File: src/cpu8mx_pkg.sv
// Shared constants for the 8-bit micro-op executor: operation codes,
// fixed register indexes and status flag bit positions.
// No dependencies.
package cpu8mx_pkg;

  localparam int REG_COUNT_DEF = 16;

  // operation codes
  localparam logic [4:0] K_FETCH  = 5'd0;
  localparam logic [4:0] K_LOAD   = 5'd1;
  localparam logic [4:0] K_PCINC  = 5'd2;
  localparam logic [4:0] K_AD2    = 5'd3;
  localparam logic [4:0] K_AD2C   = 5'd4;
  localparam logic [4:0] K_ADD    = 5'd5;
  localparam logic [4:0] K_ADDC   = 5'd6;
  localparam logic [4:0] K_ADC    = 5'd7;
  localparam logic [4:0] K_BIT    = 5'd8;
  localparam logic [4:0] K_FTEST  = 5'd9;
  localparam logic [4:0] K_FNTEST = 5'd10;
  localparam logic [4:0] K_CMP    = 5'd11;
  localparam logic [4:0] K_INC    = 5'd12;
  localparam logic [4:0] K_DEC    = 5'd13;
  localparam logic [4:0] K_ASL    = 5'd14;
  localparam logic [4:0] K_LSR    = 5'd15;
  localparam logic [4:0] K_ROL    = 5'd16;
  localparam logic [4:0] K_ROR    = 5'd17;
  localparam logic [4:0] K_SET    = 5'd18;
  localparam logic [4:0] K_CLEAR  = 5'd19;
  localparam logic [4:0] K_SBC    = 5'd20;
  localparam logic [4:0] K_AND    = 5'd21;
  localparam logic [4:0] K_OR     = 5'd22;
  localparam logic [4:0] K_EOR    = 5'd23;
  localparam logic [4:0] K_NOP    = 5'd24;
  localparam logic [4:0] K_JAM    = 5'd25;

  // fixed register indexes
  localparam logic [3:0] RIX_SP  = 4'd3;
  localparam logic [3:0] RIX_PCL = 4'd4;
  localparam logic [3:0] RIX_PCH = 4'd5;
  localparam logic [3:0] RIX_ST  = 4'd6;

  // status bits
  localparam int FB_C = 0;
  localparam int FB_Z = 1;
  localparam int FB_D = 3;
  localparam int FB_V = 6;
  localparam int FB_N = 7;

endpackage

File: src/cpu8_microop_executor.sv
// 8-bit micro-op executor: input register, single-pass ALU, result register.
// Depends on cpu8mx_pkg.
//
// Usage:
// - Input channel (in_valid / in_stall) carries one micro-op per transaction:
//   kind, dest_reg, src_is_reg, src_value and four skip qualifiers.
// - Output channel (out_valid / out_stall) returns one result per micro-op:
//   executed flag, destination value, status, page-crossed and jam marks.
// - A taken micro-op waits in the input register; the ALU works from it
//   straight into the result register, which is loaded as the op advances.
// - Throughput: one micro-op per cycle unless out_stall holds a result. The
//   general register file is a memory whose two read ports are sampled as
//   the op enters the input register, with a bypass from the write that lands
//   on the same edge; PC and status live in flops and are read directly by the ALU.
// - When out_stall holds a result, the input register still takes one more
//   op, then in_stall rises until the result drains.
// - Synchronous reset clears the register file (valid bits), status, PC,
//   hidden carry and marks; the condition mark resets to true. in_stall is
//   high during reset; accepting resumes as soon as rst drops.
module cpu8_microop_executor #(
  parameter int REG_COUNT = cpu8mx_pkg::REG_COUNT_DEF
) (
  input  logic       clk,
  input  logic       rst,
  input  logic       in_valid,
  output logic       in_stall,
  input  logic [4:0] kind,
  input  logic [3:0] dest_reg,
  input  logic       src_is_reg,
  input  logic [7:0] src_value,
  input  logic       only_if_cond,
  input  logic       only_if_not_cond,
  input  logic       only_if_crossed,
  input  logic       only_if_not_crossed,
  output logic       out_valid,
  input  logic       out_stall,
  output logic       executed,
  output logic [7:0] dest_after,
  output logic [7:0] status_after,
  output logic       page_crossed,
  output logic       jammed
);

  localparam int IDX_W = (REG_COUNT > 1) ? $clog2(REG_COUNT) : 1;
  localparam int DW    = (IDX_W > 4) ? IDX_W : 4;

  // architectural state
  logic [7:0]       mem [REG_COUNT];
  logic [REG_COUNT-1:0] vld;
  logic [7:0]       pcl, pch, st;
  logic             cond, crossed, jam;
  logic [1:0]       hc;

  // input register
  logic       s1_valid;
  logic [4:0] s1_kind;
  logic [3:0] s1_d;
  logic       s1_src_is_reg;
  logic [7:0] s1_sv;
  logic       s1_oc, s1_onc, s1_ocr, s1_oncr;
  logic [7:0] rd_a, rd_b;
  logic       rd_a_vld, rd_b_vld;

  logic in_take, advance;

  // read/write addressing
  logic [DW-1:0]    d_in_ext, d_s1_ext;
  logic [IDX_W-1:0] ia, ib, iw;
  logic             ia_ok, ib_ok, d_ok;
  logic             wr_en;
  logic [7:0]       wr_data;

  // ALU
  logic       skip, store;
  logic [7:0] a, b, b_reg, r;
  logic [7:0] st_n, pcl_n, pch_n, dest_n;
  logic       cond_n, crossed_n, jam_n;
  logic [1:0] hc_n;
  logic [15:0] pc_inc;
  logic signed [9:0] sum10, hc10;
  logic [4:0] dlo;
  logic [5:0] dhi;
  logic       lc, cout, bw;
  logic [8:0] sum9, bsub9;
  logic signed [5:0] sl, sh;
  logic [7:0] mask;

  assign advance  = s1_valid && (!out_valid || !out_stall);
  assign in_stall = rst || (s1_valid && !advance);
  assign in_take  = in_valid && !in_stall;

  assign d_in_ext = DW'(dest_reg);
  assign d_s1_ext = DW'(s1_d);
  assign ia    = d_in_ext[IDX_W-1:0];
  assign ib    = src_value[IDX_W-1:0];
  assign iw    = d_s1_ext[IDX_W-1:0];
  assign ia_ok = 32'(dest_reg) < REG_COUNT;
  assign ib_ok = 32'(src_value) < REG_COUNT;
  assign d_ok  = 32'(s1_d) < REG_COUNT;

  always_ff @(posedge clk) begin
    if (rst) begin
      s1_valid <= 1'b0;
    end else if (in_take) begin
      s1_valid <= 1'b1;
    end else if (advance) begin
      s1_valid <= 1'b0;
    end
    if (in_take) begin
      s1_kind       <= kind;
      s1_d          <= dest_reg;
      s1_src_is_reg <= src_is_reg;
      s1_sv         <= src_value;
      s1_oc         <= only_if_cond;
      s1_onc        <= only_if_not_cond;
      s1_ocr        <= only_if_crossed;
      s1_oncr       <= only_if_not_crossed;
    end
  end

  // register file memory: one write port, two registered read ports
  always_ff @(posedge clk) begin
    if (wr_en) begin
      mem[iw] <= wr_data;
    end
    if (in_take) begin
      if (wr_en && iw == ia) begin
        rd_a     <= wr_data;
        rd_a_vld <= ia_ok;
      end else begin
        rd_a     <= mem[ia];
        rd_a_vld <= ia_ok && vld[ia];
      end
      if (wr_en && iw == ib) begin
        rd_b     <= wr_data;
        rd_b_vld <= ib_ok;
      end else begin
        rd_b     <= mem[ib];
        rd_b_vld <= ib_ok && vld[ib];
      end
    end
  end

  always_ff @(posedge clk) begin
    if (rst) begin
      vld <= '0;
    end else if (wr_en) begin
      vld[iw] <= 1'b1;
    end
  end

  // operand selection: PC and status come from flops
  always_comb begin
    if (s1_d == cpu8mx_pkg::RIX_PCL) begin
      a = pcl;
    end else if (s1_d == cpu8mx_pkg::RIX_PCH) begin
      a = pch;
    end else if (s1_d == cpu8mx_pkg::RIX_ST) begin
      a = st;
    end else begin
      a = rd_a_vld ? rd_a : 8'h00;
    end
    if (s1_sv == {4'h0, cpu8mx_pkg::RIX_PCL}) begin
      b_reg = pcl;
    end else if (s1_sv == {4'h0, cpu8mx_pkg::RIX_PCH}) begin
      b_reg = pch;
    end else if (s1_sv == {4'h0, cpu8mx_pkg::RIX_ST}) begin
      b_reg = st;
    end else begin
      b_reg = rd_b_vld ? rd_b : 8'h00;
    end
    b = s1_src_is_reg ? b_reg : s1_sv;
  end

  always_comb begin
    skip = (s1_oc && !cond) || (s1_onc && cond) ||
           (s1_ocr && !crossed) || (s1_oncr && crossed);
    store     = 1'b0;
    r         = 8'h00;
    st_n      = st;
    pcl_n     = pcl;
    pch_n     = pch;
    cond_n    = cond;
    crossed_n = crossed;
    jam_n     = jam;
    hc_n      = hc;
    pc_inc    = {pch, pcl} + 16'd1;
    hc10      = {{8{hc[1]}}, hc};
    sum10     = '0;
    dlo       = '0;
    dhi       = '0;
    lc        = 1'b0;
    cout      = 1'b0;
    bw        = !st[cpu8mx_pkg::FB_C];
    sum9      = 9'({1'b0, a}) + 9'({1'b0, b}) + 9'({8'h00, st[cpu8mx_pkg::FB_C]});
    bsub9     = 9'({1'b0, b}) + 9'({8'h00, bw});
    sl        = '0;
    sh        = '0;
    mask      = (b[7:3] == 5'd0) ? (8'h01 << b[2:0]) : 8'h00;

    if (!skip) begin
      case (s1_kind)
        cpu8mx_pkg::K_LOAD: begin
          r = b;
          store = 1'b1;
          if (s1_d <= 4'd2) begin
            st_n[cpu8mx_pkg::FB_Z] = (r == 8'h00);
            st_n[cpu8mx_pkg::FB_N] = r[7];
          end
        end
        cpu8mx_pkg::K_PCINC: begin
          pcl_n     = pc_inc[7:0];
          pch_n     = pc_inc[15:8];
          crossed_n = (pc_inc[15:8] != pch);
        end
        cpu8mx_pkg::K_AD2, cpu8mx_pkg::K_AD2C: begin
          sum10 = $signed({2'b00, a}) + $signed({{2{b[7]}}, b}) +
                  ((s1_kind == cpu8mx_pkg::K_AD2C) ? hc10 : 10'sd0);
          crossed_n = (sum10 < 0) || (sum10 > 10'sd255);
          hc_n  = crossed_n ? (b[7] ? 2'b11 : 2'b01) : 2'b00;
          r     = sum10[7:0];
          store = 1'b1;
        end
        cpu8mx_pkg::K_ADD, cpu8mx_pkg::K_ADDC: begin
          sum10 = $signed({2'b00, a}) + $signed({2'b00, b}) +
                  ((s1_kind == cpu8mx_pkg::K_ADDC) ? hc10 : 10'sd0);
          crossed_n = (sum10 < 0) || (sum10 > 10'sd255);
          hc_n  = crossed_n ? 2'b01 : 2'b00;
          r     = sum10[7:0];
          store = 1'b1;
        end
        cpu8mx_pkg::K_ADC: begin
          if (st[cpu8mx_pkg::FB_D]) begin
            dlo = 5'({1'b0, a[3:0]}) + 5'({1'b0, b[3:0]}) +
                  5'({4'h0, st[cpu8mx_pkg::FB_C]});
            if (dlo > 5'd9) begin
              dlo = (dlo + 5'd6) & 5'h0F;
              lc  = 1'b1;
            end
            dhi = 6'({2'b00, a[7:4]}) + 6'({2'b00, b[7:4]}) + 6'({5'h00, lc});
            if (dhi > 6'd9) begin
              dhi = dhi + 6'd6;
            end
            cout = dhi > 6'd15;
            r    = {dhi[3:0], dlo[3:0]};
          end else begin
            cout = sum9[8];
            r    = sum9[7:0];
          end
          st_n[cpu8mx_pkg::FB_C] = cout;
          st_n[cpu8mx_pkg::FB_Z] = (r == 8'h00);
          st_n[cpu8mx_pkg::FB_N] = r[7];
          st_n[cpu8mx_pkg::FB_V] = !(a[7] ^ b[7]) && (a[7] ^ r[7]);
          store = 1'b1;
        end
        cpu8mx_pkg::K_BIT: begin
          st_n[cpu8mx_pkg::FB_Z] = ((a & b) == 8'h00);
          st_n[cpu8mx_pkg::FB_N] = b[7];
          st_n[cpu8mx_pkg::FB_V] = b[6];
        end
        cpu8mx_pkg::K_FTEST: begin
          cond_n = !s1_d[3] && st[s1_d[2:0]];
        end
        cpu8mx_pkg::K_FNTEST: begin
          cond_n = !(!s1_d[3] && st[s1_d[2:0]]);
        end
        cpu8mx_pkg::K_CMP: begin
          r = a - b;
          st_n[cpu8mx_pkg::FB_C] = (a >= b);
          st_n[cpu8mx_pkg::FB_Z] = (r == 8'h00);
          st_n[cpu8mx_pkg::FB_N] = r[7];
          r = 8'h00;
        end
        cpu8mx_pkg::K_INC, cpu8mx_pkg::K_DEC: begin
          r = (s1_kind == cpu8mx_pkg::K_INC) ? (a + 8'h01) : (a - 8'h01);
          store = 1'b1;
          if (s1_d != cpu8mx_pkg::RIX_SP) begin
            st_n[cpu8mx_pkg::FB_Z] = (r == 8'h00);
            st_n[cpu8mx_pkg::FB_N] = r[7];
          end
        end
        cpu8mx_pkg::K_ASL, cpu8mx_pkg::K_LSR,
        cpu8mx_pkg::K_ROL, cpu8mx_pkg::K_ROR: begin
          case (s1_kind)
            cpu8mx_pkg::K_ASL: r = {a[6:0], 1'b0};
            cpu8mx_pkg::K_LSR: r = {1'b0, a[7:1]};
            cpu8mx_pkg::K_ROL: r = {a[6:0], st[cpu8mx_pkg::FB_C]};
            default:           r = {st[cpu8mx_pkg::FB_C], a[7:1]};
          endcase
          st_n[cpu8mx_pkg::FB_C] = (s1_kind == cpu8mx_pkg::K_ASL ||
                                    s1_kind == cpu8mx_pkg::K_ROL) ? a[7] : a[0];
          st_n[cpu8mx_pkg::FB_Z] = (r == 8'h00);
          st_n[cpu8mx_pkg::FB_N] = r[7];
          store = 1'b1;
        end
        cpu8mx_pkg::K_SET: begin
          r = a | mask;
          store = 1'b1;
        end
        cpu8mx_pkg::K_CLEAR: begin
          r = a & ~mask;
          store = 1'b1;
        end
        cpu8mx_pkg::K_SBC: begin
          if (st[cpu8mx_pkg::FB_D]) begin
            sl = $signed({2'b00, a[3:0]}) - $signed({2'b00, b[3:0]}) -
                 $signed({5'b00000, bw});
            sh = $signed({2'b00, a[7:4]}) - $signed({2'b00, b[7:4]});
            if (sl < 0) begin
              sl = sl + 6'sd10;
              sh = sh - 6'sd1;
            end
            if (sh < 0) begin
              sh = sh + 6'sd10;
              st_n[cpu8mx_pkg::FB_C] = 1'b0;
            end else begin
              st_n[cpu8mx_pkg::FB_C] = 1'b1;
            end
            r = {sh[3:0], sl[3:0]};
          end else begin
            r = a - b - {7'h00, bw};
            st_n[cpu8mx_pkg::FB_C] = ({1'b0, a} >= bsub9);
          end
          st_n[cpu8mx_pkg::FB_Z] = (r == 8'h00);
          st_n[cpu8mx_pkg::FB_N] = r[7];
          st_n[cpu8mx_pkg::FB_V] = (a[7] ^ b[7]) && (a[7] ^ r[7]);
          store = 1'b1;
        end
        cpu8mx_pkg::K_AND, cpu8mx_pkg::K_OR, cpu8mx_pkg::K_EOR: begin
          case (s1_kind)
            cpu8mx_pkg::K_AND: r = a & b;
            cpu8mx_pkg::K_OR:  r = a | b;
            default:           r = a ^ b;
          endcase
          st_n[cpu8mx_pkg::FB_Z] = (r == 8'h00);
          st_n[cpu8mx_pkg::FB_N] = r[7];
          store = 1'b1;
        end
        cpu8mx_pkg::K_JAM: begin
          jam_n = 1'b1;
        end
        default: begin
        end
      endcase

      // result store wins over flag update when the destination is status
      if (store) begin
        if (s1_d == cpu8mx_pkg::RIX_ST) begin
          st_n = r;
        end else if (s1_d == cpu8mx_pkg::RIX_PCL) begin
          pcl_n = r;
        end else if (s1_d == cpu8mx_pkg::RIX_PCH) begin
          pch_n = r;
        end
      end
    end

    if (s1_d == cpu8mx_pkg::RIX_PCL) begin
      dest_n = pcl_n;
    end else if (s1_d == cpu8mx_pkg::RIX_PCH) begin
      dest_n = pch_n;
    end else if (s1_d == cpu8mx_pkg::RIX_ST) begin
      dest_n = st_n;
    end else if (store && !skip && d_ok) begin
      dest_n = r;
    end else begin
      dest_n = a;
    end
  end

  assign wr_en = advance && !skip && store && d_ok &&
                 s1_d != cpu8mx_pkg::RIX_PCL && s1_d != cpu8mx_pkg::RIX_PCH &&
                 s1_d != cpu8mx_pkg::RIX_ST;
  assign wr_data = r;

  // state and result register update on each advancing op
  always_ff @(posedge clk) begin
    if (rst) begin
      pcl       <= 8'h00;
      pch       <= 8'h00;
      st        <= 8'h00;
      cond      <= 1'b1;
      crossed   <= 1'b0;
      hc        <= 2'b00;
      jam       <= 1'b0;
      out_valid <= 1'b0;
    end else begin
      if (advance) begin
        pcl       <= pcl_n;
        pch       <= pch_n;
        st        <= st_n;
        cond      <= cond_n;
        crossed   <= crossed_n;
        hc        <= hc_n;
        jam       <= jam_n;
        out_valid <= 1'b1;
      end else if (!out_stall) begin
        out_valid <= 1'b0;
      end
    end
    if (advance) begin
      executed     <= !skip;
      dest_after   <= dest_n;
      status_after <= st_n;
      page_crossed <= crossed_n;
      jammed       <= jam_n;
    end
  end

`ifndef ASSERT_OFF
  a_jam_sticky: assert property (@(posedge clk) disable iff (rst) jam |=> jam)
    else $error("jam mark cleared without reset");

  a_hc_range: assert property (@(posedge clk) disable iff (rst) hc != 2'b10)
    else $error("hidden carry out of range");

  a_out_matches_state: assert property (@(posedge clk) disable iff (rst)
    out_valid |-> (status_after == st && page_crossed == crossed && jammed == jam))
    else $error("pending result disagrees with architectural state");

  a_advance_loads: assert property (@(posedge clk) disable iff (rst)
    advance |=> out_valid)
    else $error("advancing op did not produce a result");

  a_skip_no_write: assert property (@(posedge clk) disable iff (rst)
    (s1_valid && skip) |-> !wr_en)
    else $error("skipped op wrote the register file");
`endif

endmodule
File: config.mk
export PLATFORM = sky130hd
export DESIGN_NAME = cpu8_microop_executor
export DESIGN_NICKNAME = d
export VERILOG_FILES = /design/src/cpu8mx_pkg.sv /design/src/cpu8_microop_executor.sv
export SDC_FILE = /design/constraint.sdc
export NUM_CORES = 1
export LEC_CHECK = 0
export ABC_AREA = 1
export BUFFER_PORTS_ARGS = -buffer_cell sky130_fd_sc_hd__buf_2
export CAP_MARGIN = 20
export CORE_MARGIN = 1
export CORE_UTILIZATION = 41
export CTS_CLUSTER_DIAMETER = 120
export DETAILED_ROUTE_END_ITERATION = 10
export GPL_ROUTABILITY_DRIVEN = 0
export SLEW_MARGIN = 20
export SYNTH_ARGS = -nofsm -noshare
export SYNTH_HDL_FRONTEND = slang
export SYNTH_SLANG_ARGS = --single-unit
File: constraint.sdc
create_clock -name clk -period 6.3 [get_ports clk]
set_clock_uncertainty 0.05 [all_clocks]
set_input_delay 0.63 -clock clk [delete_from_list [all_inputs] [get_ports clk]]
set_output_delay 0.63 -clock clk [all_outputs]
set_load 0.1 [all_outputs]
==> results of run 1 <==
-- cell usage in the layout (no fill, tap or decap), types with 48 or more instances in the layout --
cell      synthesis  layout
a21oi_1         232     231
buf_4             6      66
edfxtp_1        187     187
ha_1             68      68
inv_1           281     281
nand2_1         525     523
nand3_1         207     207
nor2_1          168     165
o211ai_1         48      48
o21ai_0         167     166
-- cell usage after synthesis, types with 4 or more instances --
library cell	count	area [µm²]
a21oi_1	232	1160
a21oi_2	7	61.3
a31oi_1	21	131
buf_1	6	22.5
buf_2	15	75.1
buf_4	6	45.0
clkbuf_1	72	270
clkinv_1	8	30.0
dfxtp_1	47	941
edfxtp_1	187	5620
fa_1	19	380
ha_1	68	851
inv_1	281	1050
inv_2	20	75.1
nand2_1	525	1970
nand2_2	26	163
nand3_1	207	1040
nand3_2	12	120
nand3b_1	4	30.0
nand4_1	24	150
nor2_1	168	631
nor2_2	9	56.3
nor2_4	4	45.0
nor3_1	15	75.1
nor3_2	4	40.0
nor4_1	4	25.0
o211ai_1	48	360
o21a_1	14	105
o21ai_0	167	836
o21ai_1	20	100
o21ai_2	5	43.8
o221ai_1	24	210
o22ai_1	5	31.3
or2_2	6	37.5
xnor2_1	8	70.1
xor2_1	33	289
-- through the flow --
step,worst slack [ns],total power (W),cells,instance area (µm²),hold slack [ns]
after global routing,0.0347,0.00469,3000,19800,0.153
after CTS,0.0869,0.00450,2990,19700,0.140
final,0.448,0.00449,3000,19800,0.163
after floorplan,0.804,0.00246,2394,17700,0.360
after detailed placement,0.110,0.00275,2934,18700,0.386
after global placement,0.198,0.00274,2934,18700,0.367
-- timing repair --
item / 4_1_cts / 5_1_grt
setup endpoints to repair: 0 / 74
gates resized for setup: 0 / 12
buffers inserted: 0 / 10
endpoints found under the hold margin: 0 / 0
-- power by group through the flow --
stage               Clock (W)  Sequential (W)  Combinational (W)
finish                0.00174         0.00173            0.00102
global route          0.00182         0.00173            0.00113
CTS                   0.00177         0.00173           0.000994
detailed placement          0         0.00176           0.000990
global placement            0         0.00176           0.000974
floorplan                   0         0.00180           0.000654
-- layout make-up --
cell class	count	share of cell area, %
repair buffers	112	3.77
inverters	312	5.95
multi-input cells	1747	48.7
clock buffers	36	3.96
well taps	539	3.41
clock inverters	20	1.12
flip-flops and latches	234	33.1
-- worst paths after layout --
check,from,endpoint,cells after the start
hold / removal,only_if_not_cond,s1_onc$_DFFE_PP_,1
hold reg to reg,vld[4]$_SDFFE_PP0P_,vld[4]$_SDFFE_PP0P_,2
setup / recovery,s1_sv[3]$_DFFE_PP_,rd_b[7]$_DFFE_PP_,36
setup reg to reg,s1_sv[3]$_DFFE_PP_,rd_b[7]$_DFFE_PP_,36
-- cell families (layout without fill, tap and decap cells) --
family	count (synthesis)	count (layout)
adder cells (fa/ha/maj)	87	87
AND/OR/NAND/NOR	1023	1023
flip-flops	234	234
XOR/XNOR	41	41
buffers and inverters	413	480
multiplexers	3	3
AO/OA/AOI/OAI	569	569
other	1	24
-- critical path, delay by kind of cell (launching register included) --
kind                       cells  cell delay (ns)
and+or+nand+nor               25             2.68
adders and majority gates      5             1.80
DFF                            1             0.38
buffers and inverters          3             0.28
AOI/OAI and AO/OA              2             0.20
xor gates and xnor gates       1             0.17
-- routing by layer --
layer	GRT usage [%]	vias to the layer above	wire (µm)
li1	-	8158	-
met1	36.6	7998	24700
met2	45.2	940	27800
met3	4.98	230	5920
met4	15.5	0	3930
met5	0	-	0
==> metrics.cfg, run 1 <==
[worst_setup_path]
critPathLaunchType=flop
crit_slowest_cell=fa_1
crit_type=flop to flop
cp_max_fo=18
regToRegSetupSlack_ns=0.45
endpoint_kind=flop
crit_arrival_ns=6.11
cp_slowest_stage_delay_ns=0.41
cp.required_ns=6.56
critPathMostFrequentCell=nand2_1

[clock_network]
root_buffer=clkbuf_16
clock_path_buffers=3
cts_buffers=30
cts_hold_buf=0
cts.sinks=234
clkLatencyLatePin_ns=0.60
htreeDepth=1
cts_tree=built
path_clk_slew_ns=0.06

[sta]
tns_ns=0
setup_viol=0
slew_violations=0
rsz0062_at_grt=false
worstMarginPinSlew_ns=0.878
min_period_ns=5.85
max_slew_margin_pct=41.3
fmax_mhz=171
min_period_over_period_pct=92.9
finalHoldViolations=0

[logic_synthesis]
async_reset_ff_share_pct=0
ys_seq_area_share_pct=37.1
synth_edf_count=187
yosysUniqueCellTypes=66
ys_ff_latch=234
synthFlopType=edfxtp_1
synth_warnings=0
synthAdderAreaFrac_pct=6.97
synth_xor_area_share_pct=2.03
avgSynthCellArea_um2=7.45
synth_compound_area_share_pct=18.6
synth_top_family_by_area=simple AND/OR/NAND/NOR gates
syn_area_um2=17700
synthMuxAreaShare_pct=0.184
syn_inst=2371
synthSimpleGateAreaFrac_pct=26.0

[floorplan]
core_um2=42200
ios=47
std_cell_rows=75
die-area_um2=43900
start_util_pct=41.8
die_h_um=210
die_w_um=210

[power]
leakage_nw=8.55
combPwrFrac_pct=22.7
power.share.clock_pct=38.7
power.switching_w=0.00147
power.internal_w=0.00303
power_density_nw_per_um2=227
p_seq_share_pct=38.6
swShare_pct=32.6
worst_ir_drop_vdd_mv=0.223

[cells_and_area]
largest_register_ffs=128
diodes=0
multi_input_area_um2=9640
fin_util_pct=46.9
layout.nets=2550
fillers=4186
drive_gt1_share_pct=11.6
syn2layout_area_growth_pct=12.1
top_regs=mem: 128 flops, vld: 16 flops
regMostFlops=mem
regArea_um2=6560

[run_status]
status=complete, no violations

[global_routing]
grt_antenna_before_repair=0
grt.total_usage_pct=28.3
grt_overflow_total=0
grt_pass1_wl_um=95700
grt_pass1_vias=16300
grt_start_max_net_pins=90

[routing]
routedWlPerCell_um=20.8
num_vias=17300
firstDrtPassIters=7
drt.antenna.violating_nets=0
drt-total-wl_um=62400
route.detailed.drc=0
drt-initial-drc-count=1924
vias_per_cell=5.78

[placement]
hpwl_um=45000
portBuffers=46

[hold_path]
hp-class=primary input to flop

[flow_run]
drv_cap=0

(Power assumes the default switching activity.)
==> run 2: changes to the inputs <==
--- a/config.mk
+++ b/config.mk
@@ -5,7 +5,7 @@
 export SDC_FILE = /design/constraint.sdc
 export NUM_CORES = 1
 export LEC_CHECK = 0
-export ABC_AREA = 1
+export ABC_CLOCK_PERIOD_IN_PS = 6300
 export BUFFER_PORTS_ARGS = -buffer_cell sky130_fd_sc_hd__buf_2
 export CAP_MARGIN = 20
 export CORE_MARGIN = 1
==> run 2 against run 1 <==
  * Critical path depth shrank 14
  * The run now ends with negative setup slack left
  * Register-to-register slack lost 0.56 ns
  * Via count shrank 14%
  * Worst setup slack lost 0.56 ns
  * Synthesized area shrank 1.6%
  * Combinational power shrank 3%
  * Highest routed layer unchanged
  * Clock power shrank 13%
==> metrics.cfg, run 2 <==
[sta]
fin_ws_ns=-0.107
slew_violations=0
finalHoldViolations=0
tns_ns=-0.153
min_period_ns=6.41
setup_viol=3
max_slew_margin_pct=14.9
rsz0062_at_grt=true
min_period_over_period_pct=102
fmax_mhz=156
worstMarginPinSlew_ns=1.27

[routing]
vias_per_cell=6.42
drt.antenna.violating_nets=0
firstDrtPassIters=6
drt-initial-drc-count=1664
drt-total-wl_um=59900
route.detailed.drc=0
num_vias=14900
routedWlPerCell_um=25.7

[logic_synthesis]
syn_area_um2=17400
netlist_top_cells_count=edfxtp_1, nor2_1, nand2_1
synth_most_common_cell=edfxtp_1
synthTopCellsByArea=edfxtp_1, mux4_2, dfxtp_1, ha_1, nor2_1
ys_ff_latch=234
avgSynthCellArea_um2=10.5
syn_inst=1658
yosys.area.top_type_share_pct=32.3
synth_edf_count=187
ys_seq_area_share_pct=37.7
yosysTopAreaCell=edfxtp_1
synthFlopType=edfxtp_1
yosysUniqueCellTypes=102
synth_warnings=0
async_reset_ff_share_pct=0

[cells_and_area]
layout_commonest_cell=edfxtp_1
top_regs=mem: 128 flops, vld: 16 flops
layout.nets=1883
largest_register_ffs=128
layout_common_cells=edfxtp_1, nor2_1, nand2_1
fin_area_um2=19900
diodes=0
syn2layout_area_growth_pct=14.4
regMostFlops=mem
drive_gt1_share_pct=21.4

[worst_setup_path]
endpoint_kind=flop
critPathMostFrequentCell=fa_2
cpLargestDelayFamily=compound AO/OA/AOI/OAI gates
cp_slowest_stage_delay_ns=0.62
critPathLaunchType=flop
crit_slowest_cell=fa_2
crit_arrival_ns=6.68
cp_num_buf_inv=2
cp.required_ns=6.57
crit_type=flop to flop
cp_max_fo=6
worstPathCellList=or4_4 -> o41ai_2 -> a32o_2 -> a211o_4 -> inv_2 -> fa_2 -> fa_2 -> xor2_1 -> and3b_2 -> o41ai_4 -> inv_1 -> fa_2 -> fa_2 -> nand2_1 -> o21bai_1 -> mux2_4 -> a2111oi_4 -> a31oi_1 -> o31ai_1 -> or3_1 -> o21a_1 -> o32a_1

[power]
power_density_nw_per_um2=212
worst_ir_drop_vdd_mv=0.257
leakage_nw=7.18

[run_status]
status=complete, but fails checks
violations=negative setup slack

[global_routing]
grt_overflow_total=0
grt_pass1_vias=14500
grt_start_max_net_pins=57
grt_antenna_before_repair=0
grt_pass1_wl_um=89400
grt.total_usage_pct=27.2

[placement]
portBuffers=46
dpl-instance-area_um2=18900
hpwl_um=43400

[hold_path]
hp-class=primary input to flop

[clock_network]
htreeDepth=1
clkLatencyLatePin_ns=0.57
clock_path_buffers=3
cts_buffers=27
cts.sinks=234
root_buffer=clkbuf_16
cts_tree=built
cts_hold_buf=0
path_clk_slew_ns=0.06

[floorplan]
die_h_um=208
core_um2=41900
die-area_um2=43200
die_w_um=208
start_util_pct=41.5
ios=47
std_cell_rows=75

[flow_run]
drv_cap=0

[run 2: cell types whose count changed after synthesis, sizes merged, moves of 92 or more]
cell and change:
nand3 -175, mux4 +92, inv -238, a21oi -146, nand2 -425, o21ai -105
[run 2: cell families (layout without fill, tap and decap cells)]
| family | Yosys count | after routing | synth area share (%) |
|---|---|---|---|
| other | 1 | 24 | 0.0216 |
| multiplexers | 139 | 139 | 14.7 |
| XOR/XNOR | 64 | 64 | 3.27 |
| AND/OR/NAND/NOR | 516 | 516 | 15.1 |
| adder cells (fa/ha/maj) | 87 | 87 | 7.08 |
| AO/OA/AOI/OAI | 449 | 449 | 18.3 |
| buffers and inverters | 168 | 278 | 3.76 |
| flip-flops | 234 | 234 | 37.7 |
[run 2: final cells by class]
class	count	area, µm²
timing repair inverter	1	7.51
inverter	66	251
fill	3868	22000
tap	539	674
multi-input combinational	1279	10400
clock buffer	32	694
timing repair buffer	161	1110
clock inverter	18	165
sequential	234	6560
[run 2: through the flow]
stage	hold WS, ns	util [%]	total power (W)	setup WS, ns	std cells
after floorplan	0.395	-	0.00239	0.000319	1681
after global placement	0.413	45.0	0.00266	0.164	2272
after detailed placement	0.419	45.0	0.00267	0.0103	2272
after CTS	0.197	47.1	0.00420	0.0212	2322
after global routing	0.207	47.5	0.00436	-0.316	2330
final	0.218	47.5	0.00422	-0.107	2330
[run 2: routing by layer]
metal	routed length, µm	part of all wire (%)	vias up	GRT usage, %
li1	-	-	6625	-
met1	23400	39	7280	34.6
met2	27400	46	817	43.2
met3	4990	8.3	226	4.66
met4	4190	7.0	0	17.1
met5	0	0	-	0
[run 2: worst paths after layout]
kind | startpoint | end | slack [ns] | cells past startpoint
min reg2reg | hc[1]$_SDFFE_PP0P_ | hc[1]$_SDFFE_PP0P_ | 0.43 | 2
max reg2reg | s1_sv[6]$_DFFE_PP_ | dest_after[1]$_DFFE_PP_ | -0.11 | 22
max | s1_sv[6]$_DFFE_PP_ | dest_after[1]$_DFFE_PP_ | -0.11 | 22
min | kind[4] | s1_kind[4]$_DFFE_PP_ | 0.22 | 1
[run 2: what timing repair did]
action | in CTS | in global routing
buffers inserted | 0 | 6
gates resized for setup | 0 | 32
setup endpoints to repair | 0 | 68
[run 2: power by group]
group          switching, W  leakage (nW)  internal (W)  total [W]
clock              0.000646         0.423      0.000877    0.00152
sequential        0.0000167          2.11       0.00169    0.00171
combinational      0.000615          4.65      0.000370   0.000985
total               0.00128          7.18       0.00294    0.00422
